==> src/sv/assert_macros.svh <==
// Assertion macros shared by the scheduler RTL.
`ifndef ASSERT_MACROS_SVH
`define ASSERT_MACROS_SVH

// Check a property on every rising clock edge outside reset.
`define MGRQ_ASSERT(lbl, clk, rst_n, prop, msg) \
    lbl: assert property (@(posedge clk) disable iff (!rst_n) prop) \
        else $error(msg);

// Check that a condition in one cycle is followed by a consequence in the next.
`define MGRQ_ASSERT_NEXT(lbl, clk, rst_n, ante, cons, msg) \
    `MGRQ_ASSERT(lbl, clk, rst_n, (ante) |=> (cons), msg)

`endif

==> src/sv/mgrq_pkg.sv <==
`timescale 1ns / 1ps
// ----------------------------------------------------------------------------
// mgrq_pkg
// Shared types, codes and the per-application memory requirement table.
// ----------------------------------------------------------------------------
package mgrq_pkg;

    localparam int APP_W = 4;
    localparam int MEM_W = 20;
    localparam int STATUS_W = 3;
    localparam int FUNC_W = 2;

    // Reset value of the memory budget, in MB
    localparam logic [MEM_W-1:0] TOTAL_RESET = 20'd4096;

    typedef enum logic [FUNC_W-1:0] {
        FN_SUBMIT   = 2'd0,
        FN_DISPATCH = 2'd1,
        FN_RELEASE  = 2'd2,
        FN_IDLE     = 2'd3
    } func_t;

    typedef enum logic [STATUS_W-1:0] {
        ST_QUEUED    = 3'd0,
        ST_DROPPED   = 3'd1,
        ST_LAUNCHED  = 3'd2,
        ST_REQUEUED  = 3'd3,
        ST_EMPTY     = 3'd4,
        ST_RELEASED  = 3'd5,
        ST_UNDERFLOW = 3'd6
    } status_t;

    // Queue operation issued by the scheduler to the ring
    typedef struct packed {
        logic             push;
        logic             pop;
        logic [APP_W-1:0] data;
    } ring_op_t;

    // Fixed memory requirement in MB; ids without an entry need nothing
    function automatic logic [MEM_W-1:0] need_mb(input logic [APP_W-1:0] id);
        logic [MEM_W-1:0] mb;
        unique case (id)
            4'd0:    mb = 20'd20;
            4'd1:    mb = 20'd15;
            4'd2:    mb = 20'd100;
            4'd3:    mb = 20'd50;
            4'd4:    mb = 20'd200;
            4'd5:    mb = 20'd100;
            4'd6:    mb = 20'd10;
            4'd7:    mb = 20'd50;
            4'd8:    mb = 20'd60;
            4'd9:    mb = 20'd300;
            default: mb = '0;
        endcase
        return mb;
    endfunction

endpackage

==> src/sv/mgrq_ram.sv <==
`timescale 1ns / 1ps
// ----------------------------------------------------------------------------
// mgrq_ram
// Generic single-write, single-read RAM with registered read data.
// ----------------------------------------------------------------------------
module mgrq_ram #(
    parameter int WIDTH = 4,
    parameter int DEPTH = 16
) (
    input  logic                     clk,
    input  logic                     we,
    input  logic [$clog2(DEPTH)-1:0] waddr,
    input  logic [WIDTH-1:0]         wdata,
    input  logic [$clog2(DEPTH)-1:0] raddr,
    output logic [WIDTH-1:0]         rdata
);

    logic [WIDTH-1:0] mem [DEPTH];
    logic [WIDTH-1:0] rdata_reg;

    // Write port
    always_ff @(posedge clk)
    begin
        if (we)
        begin
            mem[waddr] <= wdata;
        end
    end

    // Registered read port
    always_ff @(posedge clk)
    begin
        rdata_reg <= mem[raddr];
    end

    assign rdata = rdata_reg;

endmodule

==> src/sv/mgrq_ring.sv <==
`timescale 1ns / 1ps
`include "assert_macros.svh"
// ----------------------------------------------------------------------------
// mgrq_ring
// Ring queue of application ids: head pointer, fill count and the id store.
// The head entry is prefetched through the RAM read port, with a one-entry
// bypass for a write that lands on the next head slot.
// ----------------------------------------------------------------------------
module mgrq_ring
    import mgrq_pkg::*;
#(
    parameter int DEPTH = 16
) (
    input  logic                           clk,
    input  logic                           rst_n,
    input  ring_op_t                       op,
    output logic [APP_W-1:0]               head_id,
    output logic [$clog2(DEPTH+1)-1:0]     count
);

    localparam int PTR_W = $clog2(DEPTH);
    localparam int CNT_W = $clog2(DEPTH + 1);
    localparam logic [PTR_W:0]   DEPTH_X   = (PTR_W + 1)'(DEPTH);
    localparam logic [PTR_W-1:0] LAST_SLOT = PTR_W'(DEPTH - 1);

    logic [PTR_W-1:0] head_reg;
    logic [PTR_W-1:0] head_next;
    logic [CNT_W-1:0] count_reg;
    logic [CNT_W-1:0] count_next;
    logic [PTR_W:0]   tail_sum;
    logic [PTR_W-1:0] tail_slot;
    logic             bypass_valid_reg;
    logic             bypass_valid_next;
    logic [APP_W-1:0] bypass_data_reg;
    logic [APP_W-1:0] ram_rdata;

    // Tail slot is head plus count, wrapped once
    always_comb
    begin
        tail_sum = (PTR_W + 1)'(head_reg) + (PTR_W + 1)'(count_reg);
        if (tail_sum >= DEPTH_X)
        begin
            tail_slot = PTR_W'(tail_sum - DEPTH_X);
        end
        else
        begin
            tail_slot = PTR_W'(tail_sum);
        end
    end

    // Advance head on pop, adjust count by push and pop
    always_comb
    begin
        if (op.pop)
        begin
            head_next = (head_reg == LAST_SLOT) ? '0 : head_reg + 1'b1;
        end
        else
        begin
            head_next = head_reg;
        end
        count_next = count_reg + CNT_W'(op.push) - CNT_W'(op.pop);
        bypass_valid_next = op.push && (tail_slot == head_next);
    end

    always_ff @(posedge clk or negedge rst_n)
    begin
        if (!rst_n)
        begin
            head_reg         <= '0;
            count_reg        <= '0;
            bypass_valid_reg <= 1'b0;
        end
        else
        begin
            head_reg         <= head_next;
            count_reg        <= count_next;
            bypass_valid_reg <= bypass_valid_next;
        end
    end

    // Hold the id just written for a read of the same slot
    always_ff @(posedge clk)
    begin
        bypass_data_reg <= op.data;
    end

    mgrq_ram #(
        .WIDTH (APP_W),
        .DEPTH (DEPTH)
    ) u_store (
        .clk   (clk),
        .we    (op.push),
        .waddr (tail_slot),
        .wdata (op.data),
        .raddr (head_next),
        .rdata (ram_rdata)
    );

    assign head_id = bypass_valid_reg ? bypass_data_reg : ram_rdata;
    assign count   = count_reg;

    `MGRQ_ASSERT(a_pop_not_empty, clk, rst_n, op.pop |-> (count_reg != '0), "pop from empty ring")
    `MGRQ_ASSERT(a_push_not_full, clk, rst_n, (op.push && !op.pop) |-> (count_reg != CNT_W'(DEPTH)), "push into full ring")

endmodule

==> src/sv/memory_gated_ready_queue.sv <==
`timescale 1ns / 1ps
`include "assert_macros.svh"
// ----------------------------------------------------------------------------
// memory_gated_ready_queue
// Ready queue of application ids gated by a memory credit: submit, dispatch
// with launch or requeue, and completion that returns the reservation.
// ----------------------------------------------------------------------------
//  Channel   Handshake            Payload
//  -------   ------------------   -----------------------------------------
//  request   start / busy         func, app_id
//  result    done (strobe)        status, app_out, free_memory, queue_count
//  config    cfg_we               cfg_data (memory budget in MB)
//
//  One request is taken every cycle; busy stays low.
//  A request is captured in the request register, resolved in one pass,
//  and its result is registered and strobes on done.
//  The head id comes from the store's registered read port, prefetched at
//  the next head address, so back-to-back dispatches run at full rate.
//  Reset empties the queue, clears reserved memory and sets the budget to
//  4096 MB; the id store needs no clearing pass.
//  The receiver cannot stall; each result is shown for one cycle.
// ----------------------------------------------------------------------------
module memory_gated_ready_queue
    import mgrq_pkg::*;
#(
    parameter int QUEUE_DEPTH = 16
) (
    input  logic                             clk,
    input  logic                             rst_n,
    input  logic                             start,
    output logic                             busy,
    input  logic [FUNC_W-1:0]                func,
    input  logic [APP_W-1:0]                 app_id,
    input  logic                             cfg_we,
    input  logic [MEM_W-1:0]                 cfg_data,
    output logic                             done,
    output logic [STATUS_W-1:0]              status,
    output logic [APP_W-1:0]                 app_out,
    output logic [MEM_W-1:0]                 free_memory,
    output logic [$clog2(QUEUE_DEPTH+1)-1:0] queue_count
);

    localparam int CNT_W = $clog2(QUEUE_DEPTH + 1);
    localparam logic [CNT_W-1:0] FULL_COUNT = CNT_W'(QUEUE_DEPTH);

    // Request register
    logic             req_valid_reg;
    func_t            func_reg;
    logic [APP_W-1:0] app_reg;

    // Credit state
    logic [MEM_W-1:0] total_reg;
    logic [MEM_W-1:0] used_reg;
    logic [MEM_W-1:0] used_next;

    // Result register
    logic             done_reg;
    status_t          status_reg;
    status_t          status_next;
    logic [APP_W-1:0] app_out_reg;
    logic [APP_W-1:0] app_out_next;
    logic [MEM_W-1:0] free_reg;
    logic [MEM_W-1:0] free_next;
    logic [CNT_W-1:0] qcount_reg;
    logic [CNT_W-1:0] qcount_next;

    // Working signals
    ring_op_t         ring_op;
    logic [APP_W-1:0] head_id;
    logic [CNT_W-1:0] ring_count;
    logic [MEM_W-1:0] free_cur;
    logic [MEM_W-1:0] head_need;
    logic [MEM_W-1:0] app_need;

    assign busy = 1'b0;

    // Capture the request
    always_ff @(posedge clk or negedge rst_n)
    begin
        if (!rst_n)
        begin
            req_valid_reg <= 1'b0;
        end
        else
        begin
            req_valid_reg <= start && !busy;
        end
    end

    always_ff @(posedge clk)
    begin
        if (start && !busy)
        begin
            func_reg <= func_t'(func);
            app_reg  <= app_id;
        end
    end

    // Resolve the request against queue and credit
    always_comb
    begin
        free_cur     = (total_reg > used_reg) ? total_reg - used_reg : '0;
        head_need    = need_mb(head_id);
        app_need     = need_mb(app_reg);
        used_next    = used_reg;
        status_next  = ST_EMPTY;
        app_out_next = '0;
        ring_op      = '{push: 1'b0, pop: 1'b0, data: app_reg};

        if (req_valid_reg)
        begin
            unique case (func_reg)
                FN_SUBMIT:
                begin
                    app_out_next = app_reg;
                    if (ring_count == FULL_COUNT)
                    begin
                        status_next = ST_DROPPED;
                    end
                    else
                    begin
                        ring_op.push = 1'b1;
                        status_next  = ST_QUEUED;
                    end
                end
                FN_DISPATCH:
                begin
                    if (ring_count != '0)
                    begin
                        ring_op.pop  = 1'b1;
                        app_out_next = head_id;
                        if (free_cur >= head_need)
                        begin
                            used_next   = used_reg + head_need;
                            status_next = ST_LAUNCHED;
                        end
                        else
                        begin
                            ring_op.push = 1'b1;
                            ring_op.data = head_id;
                            status_next  = ST_REQUEUED;
                        end
                    end
                end
                FN_RELEASE:
                begin
                    app_out_next = app_reg;
                    if (app_need > used_reg)
                    begin
                        used_next   = '0;
                        status_next = ST_UNDERFLOW;
                    end
                    else
                    begin
                        used_next   = used_reg - app_need;
                        status_next = ST_RELEASED;
                    end
                end
                default:
                begin
                    status_next = ST_EMPTY;
                end
            endcase
        end

        free_next   = (total_reg > used_next) ? total_reg - used_next : '0;
        qcount_next = ring_count + CNT_W'(ring_op.push) - CNT_W'(ring_op.pop);
    end

    mgrq_ring #(
        .DEPTH (QUEUE_DEPTH)
    ) u_ring (
        .clk     (clk),
        .rst_n   (rst_n),
        .op      (ring_op),
        .head_id (head_id),
        .count   (ring_count)
    );

    // Hold credit state and the budget register
    always_ff @(posedge clk or negedge rst_n)
    begin
        if (!rst_n)
        begin
            total_reg <= TOTAL_RESET;
            used_reg  <= '0;
            done_reg  <= 1'b0;
        end
        else
        begin
            if (cfg_we)
            begin
                total_reg <= cfg_data;
            end
            used_reg <= used_next;
            done_reg <= req_valid_reg;
        end
    end

    // Result payload
    always_ff @(posedge clk)
    begin
        if (req_valid_reg)
        begin
            status_reg  <= status_next;
            app_out_reg <= app_out_next;
            free_reg    <= free_next;
            qcount_reg  <= qcount_next;
        end
    end

    assign done        = done_reg;
    assign status      = status_reg;
    assign app_out     = app_out_reg;
    assign free_memory = free_reg;
    assign queue_count = qcount_reg;

    `MGRQ_ASSERT(a_free_within_budget, clk, rst_n, done_reg |-> (free_reg <= $past(total_reg)), "free memory above budget")
    `MGRQ_ASSERT_NEXT(a_dispatch_resolves, clk, rst_n, req_valid_reg && (func_reg == FN_DISPATCH) && (ring_count != '0), done_reg && ((status_reg == ST_LAUNCHED) || (status_reg == ST_REQUEUED)), "dispatch on nonempty queue not resolved")

endmodule

==> config.mk <==
export PLATFORM = sky130hd
export DESIGN_NAME = memory_gated_ready_queue
export DESIGN_NICKNAME = d
export VERILOG_FILES = /design/src/sv/mgrq_pkg.sv /design/src/sv/mgrq_ram.sv /design/src/sv/mgrq_ring.sv /design/src/sv/memory_gated_ready_queue.sv
export VERILOG_INCLUDE_DIRS = /design/src /design/src/sv
export SDC_FILE = /design/constraint.sdc
export NUM_CORES = 1
export LEC_CHECK = 0
export ABC_AREA = 1
export BUFFER_PORTS_ARGS = -buffer_cell sky130_fd_sc_hd__buf_2
export CORE_MARGIN = 2
export CORE_UTILIZATION = 35
export DETAILED_ROUTE_END_ITERATION = 7
export SLEW_MARGIN = 20
export SYNTH_ARGS = -nofsm -noshare
export SYNTH_HDL_FRONTEND = slang
export SYNTH_SLANG_ARGS = --single-unit
==> constraint.sdc <==
create_clock -name clk -period 9.5 [get_ports clk]
set_clock_uncertainty 0.15 [all_clocks]
set_input_delay 1.9 -clock clk [delete_from_list [all_inputs] [get_ports clk]]
set_output_delay 1.9 -clock clk [all_outputs]
set_load 0.01 [all_outputs]
== Word level (Yosys, flattened, before mapping) ==
Memories as Yosys holds them, arrays and structs flattened. A register that Yosys moved wholly into a read port is not among the register bits.
Index checks and enable logic that the tools add are counted.
Storage, ports and cells
  bits in registers: 94
  latch bits: 0
  bits in writable memories: 64
  memory bits (read-only): 288
  logic and storage cells: 67
  memories: 3
Memories
  (name not given): words 16, bits a word 9, read ports 1, clocked after memory_dff 0, wr ports 0, RTL line mgrq_pkg.sv:43  | unique case (id)
  (name not given): words 16, bits a word 9, read ports 1, clocked after memory_dff 1, wr ports 0, RTL line mgrq_pkg.sv:43
  u_ring.u_store.mem: words 16, bits a word 4, read ports 1, clocked after memory_dff 1, wr ports 1, RTL line mgrq_ram.sv:18  | logic [WIDTH-1:0] mem [DEPTH];
Cells by class
  add/sub/neg operators: 9
  multiply operators: 0
  div/mod/pow operators: 0
  order comparisons: 5
  equality and inequality tests: 5
  shift operators: 0
  muxes and demuxes: 27
  bitwise operators: 0
  reduce and logical (&&, ||, !) cells: 4
Operators by type and width (count)
  2-to-1 mux 20 bit: 5
  > comparator 20 bit: 3
  subtractor 20 bit: 3
  case mux 20 bit (2 select lines): 1
  2-to-1 mux 4 bit: 7
  adder 20 bit: 1
  >= comparator 20 bit: 1
  2-to-1 mux 6 bit: 2
  case mux 3 bit (3 select lines): 1
  case mux 4 bit (2 select lines): 1
  2-to-1 mux 1 bit: 6
  adder 4 x 5 -> 5 bit: 1
  adder 5 x 1 -> 5 bit: 1
  == test 5 bit, second input constant: 1
  >= comparator 5 bit, second input constant: 1
  2-to-1 mux 5 bit: 1
  nonzero test 5 bit: 1
  subtractor 5 x 1 -> 5 bit: 1
  adder 4 x 1 -> 4 bit, second input constant: 1
  == test 4 bit: 1
  == test 4 bit, second input constant: 1
  subtractor 4 x 1 -> 4 bit, second input constant: 1
  2-to-1 mux 3 bit: 1
  == test 2 x 1 -> 1 bit, second input constant: 1
  6 further kinds: 6

== Depth between registers and ports, before layout ==
  depth after elaboration: 10
  mapped depth: 51
  gate-level depth less buffers: 47

== Cells and area by module ==
From an unflattened synthesis, not the netlist that was laid out.
Second synthesis, totals
  cells, all modules: 1574
  area total of the unflattened synthesis: 12145.4 µm²
Modules (own cells, without submodules)
  memory_gated_ready_queue: instances 1, cells each 1166, area an instance 8235.4 µm²
  mgrq_ram: instances 1, cells each 290, area an instance 2966.6 µm²
  mgrq_ring: instances 1, cells each 118, area an instance 943.4 µm²

== Least setup slack after synthesis ==
OpenSTA, ideal clock, no wires.
  kind: reg-to-reg
  start point: reg used_reg[11]
  end point: reg free_reg[16] (netlist: free_memory[16]) (data pin)
  arrival time: 5.542 ns
  data required time: 9.093 ns
  setup slack: 3.552 ns
  cell stages (with the launch flop): 48
  path buffers: 4
  period minus slack after synthesis: 5.948 ns
  cells stage by stage: dfrtp_1 clkbuf_1 inv_1 ha_1 nand2_1 nor2_2 inv_2 nor2_4 nand4_2 nand3_2 nand3_1 nand2_2 nand2_4 nor2_1 ha_1 a21oi_1 nor2_1 nor3_1 [12 not listed] ha_1 inv_1 fa_1 nand3_1 nand2_1 nand2_1 nand2_1 a21boi_1 o21ai_0 nand2_1 o211ai_1 nand2_1 nand2_1 nand2_1 nand2_1 o21ai_1 buf_2 nor2_1
On the way
  word-level cells in the longest chain between the ends: 8
  elaborated cells between the ends (all ways): 14
Ends and longest elaborated chain
  from (decl): RTL line memory_gated_ready_queue.sv:53  | logic [MEM_W-1:0] used_reg;
  from (signal assigned): RTL line memory_gated_ready_queue.sv:195  | used_reg <= used_next;
  subtractor 20 bit or > comparator 20 bit (tied branches): RTL line memory_gated_ready_queue.sv:102  | free_cur = (total_reg > used_reg) ? total_reg - used_reg : '0;
  2-to-1 mux 20 bit: RTL line memory_gated_ready_queue.sv:102
  >= comparator 20 bit: RTL line memory_gated_ready_queue.sv:132  | if (free_cur >= head_need)
  2-to-1 mux 20 bit: RTL line memory_gated_ready_queue.sv:132
  2-to-1 mux 20 bit: RTL line memory_gated_ready_queue.sv:128  | if (ring_count != '0)
  case mux 20 bit (2 select lines) *: RTL line memory_gated_ready_queue.sv:112  | unique case (func_reg)
  2-to-1 mux 20 bit *: RTL line memory_gated_ready_queue.sv:110  | if (req_valid_reg)
  named net used_next[0]: RTL line memory_gated_ready_queue.sv:54  | logic [MEM_W-1:0] used_next;
  subtractor 20 bit or > comparator 20 bit (tied branches): RTL line memory_gated_ready_queue.sv:166  | free_next = (total_reg > used_next) ? total_reg - used_next : '0;
  to (signal assigned): RTL line memory_gated_ready_queue.sv:207  | free_reg <= free_next;
  to (decl): RTL line memory_gated_ready_queue.sv:62  | logic [MEM_W-1:0] free_reg;
The timed path passes the listed nets; every way through them passes the cells marked *.
A chain may end at the register's enable or synchronous reset.

== Worst setup path after layout ==
  start point: reg used_reg[10]
  end point: reg free_reg[6] (netlist: free_memory[6]) (data pin)
Same word-level chain as after synthesis.

==> metrics.cfg <==
[run_status]
status = finished, final reports clean

[cts]
cts-root-buf = clkbuf_16
cts_buffers = 17
clock_latency_ns = 0.46
cts.sinks = 171
htree_levels = 4
cts_hold_buf = 0
cts-resized-gates = 0
cts_tree = done
clk_path_buf_depth = 2
post-cts-setup-buffers = 0
cts.clk_slew.worst_paths_ns = 0.07

[power]
powerDensity_mw_per_mm2 = 353
p_int_mw = 2.30
vdd_drop_max_mv = 0.207
total_power_mw = 4.65
power.share.clock = 0.149
p_switching_mw = 2.35
p_comb_frac = 0.608
p_sw_frac = 0.505
leakage_nw = 6.01
pwr-share-seq = 0.243

[sta]
hold_viol = 0
slew_headroom = 0.401
tns_ns = 0
max_slew.worst_pin.slew_ns = 0.898
period_share = 0.778
slew_violations = 0
fin_crit_ns = 7.39
rsz0062_at_grt = false
setup_viol = 0
max_freq_mhz = 135

[critical_path]
rr_worst_depth = 46
cp_num_buf_inv = 6
startpoint = used_reg[10]
max_stage_delay_ns = 0.46
worstReg2RegStart = used_reg[10]
critPathSlowestCell = dfrtp_1
regToRegSetupSlack_ns = 2.11
critical_path_required_ns = 9.55
critPathTopFamily = simple AND/OR/NAND/NOR gates
crit_top_cell = nand2_1
cp.depth = 46
startpoint_type = register
cp-endpoint = free_memory[6]
cp_max_fo = 13
r2r-end = free_memory[6]
arrival_ns = 7.45
critical_path_class = reg2reg
end_kind = register

[placed_design]
place_area_sq_mm = 0.0126
gp_congestion = 0.923
port_buffers = 62
dp_hpwl_um = 24500

[cells_and_area]
area_growth_pct = 11.6
n_fill_cell = 3519
largest_reg_flops = 64
regMostFlops = u_ring.u_store.mem
fin_nets = 1661
diodes = 0
stdcell_area_sq_mm = 0.0132
drive_gt1_frac = 0.131
post-route-util = 0.395

[yosys]
syn_area_per_cell_sq_um = 8.02
synth-seq-area-share = 0.398
synth_area_leader_cell = edfxtp_1
syn_area_sq_mm = 0.0118
ys_seq_elements = 171
yosysMostFrequentCell = nand2_1
ys_top_cells_by_area = edfxtp_1 (26%), dfrtp_1 (11%), nand2_1 (10%)
syn-num-nets = 1598
yosys-top-cells-count = nand2_1 (324), inv_1 (202), nor2_1 (155), edfxtp_1 (102), ha_1 (89)
async_flop_share = 0.304
yosys.area.top_type_share = 0.259
netlist-cell-type-count = 52
yosys_warnings = 0
synth-edff-count = 102
dominantRegCellSynth = edfxtp_1
syn_inst = 1473

[global_route]
grt_max_degree = 53
grt_pass1_vias = 9665
grt_pass1_wl_um = 50600
antenna_found_initial = 0
track_usage = 0.184
grt_overflow_total = 0

[detailed_routing]
vias = 10067
post_drt_wl_per_cell_um = 15.9
firstDrtPassIters = 7
routed_wl_um = 31700
drc = 0
drt_iter0_markers = 834
detail-route-antenna-nets = 0
via_per_inst = 5.04

[floorplan]
die_h_um = 188
core-area_sq_mm = 0.0334
start_util = 0.354
die_area_sq_mm = 0.0352
io_pins = 64
rows = 67
die_x_um = 188

[run]
drv_cap = 0

[min_path]
hold_path_startpoint = total_reg[2]
min_path_cells = 1
hp-class = reg2reg

cell usage in the layout, fill, tap and decap left out, drive strengths merged, types with 2 or more instances in the layout:
cell / netlist / final
a21oi: 94 / 94
a31oi: 7 / 7
buf: 15 / 73
clkbuf: 14 / 18
clkinv: 2 / 7
clkinvlp: 0 / 2
dfrtp: 51 / 51
dfxtp: 17 / 17
edfxtp: 102 / 102
fa: 6 / 6
ha: 89 / 89
inv: 212 / 219
mux2: 19 / 19
nand2: 339 / 339
nand3: 97 / 97
nand3b: 4 / 4
nand4: 21 / 21
nor2: 162 / 162
nor3: 36 / 36
nor3b: 3 / 3
nor4: 3 / 3
o211ai: 4 / 4
o21ai: 83 / 83
o21bai: 6 / 6
o221ai: 17 / 17
o31ai: 2 / 2
or2: 14 / 14
xnor2: 15 / 15
xor2: 31 / 31
layout make-up:
type | instances | area, sq um | area share
multi-input combinational | 1059 | 6140 | 0.466
sequential | 171 | 4710 | 0.357
inverter | 214 | 803 | 0.0610
tap | 448 | 561 | 0.0425
clock buffer | 18 | 429 | 0.0326
timing repair buffer | 73 | 393 | 0.0298
clock inverter | 14 | 150 | 0.0114
worst min path at each step:
stage | to | slack [ns]
after floorplan | total_reg[0] | 0.36
after global placement | total_reg[0] | 0.40
after detailed placement | total_reg[18] | 0.41
after CTS | total_reg[2] | 0.43
after global routing | total_reg[18] | 0.46
final | total_reg[2] | 0.42
through the flow:
step                hold slack, ns  setup slack, ns  instances
floorplan                    0.359             3.55       1473
global placement             0.405             2.44       1965
detailed placement           0.408             2.20       1965
CTS                          0.431             2.16       1997
global route                 0.458             1.38       1997
finish                       0.419             2.11       1997
per-layer routing:
layer	track usage	vias to the layer above	share of wire
met2	0.318	263	0.49
met3	0.0316	47	0.044
met1	0.228	4741	0.43
li1	-	5016	-
met4	0.0745	0	0.030
met5	0	-	0
worst register-to-register path, delay by kind of cell, from the launching register on:
family                     cells  cell delay, ns
adders and majority gates      4            1.28
buffers and inverters          6            0.93
and+or+nand+nor               30            2.96
DFF                            1            0.46
AOI/OAI and AO/OA              6            1.35
cells by family (layout without fill, tap and decap cells):
| logic type | after synthesis | in the layout | synth area share |
|---|---|---|---|
| xor gates and xnor gates | 46 | 46 | 0.0341 |
| muxes | 19 | 19 | 0.0181 |
| other | 1 | 1 | 0.000317 |
| DFF | 171 | 171 | 0.398 |
| adders and majority gates | 95 | 95 | 0.104 |
| buffers and inverters | 243 | 319 | 0.0822 |
| AOI/OAI and AO/OA | 218 | 218 | 0.107 |
| and+or+nand+nor | 680 | 680 | 0.256 |
power by group through the flow:
stage	Combinational [mW]	Clock [mW]	Sequential, mW
floorplan	2.16	0	1.12
global placement	2.78	0	1.14
detailed placement	2.81	0	1.14
CTS	2.82	0.708	1.13
global route	3.21	0.740	1.15
finish	2.83	0.692	1.13
No activity file was read; power rests on OpenSTA's default activity.
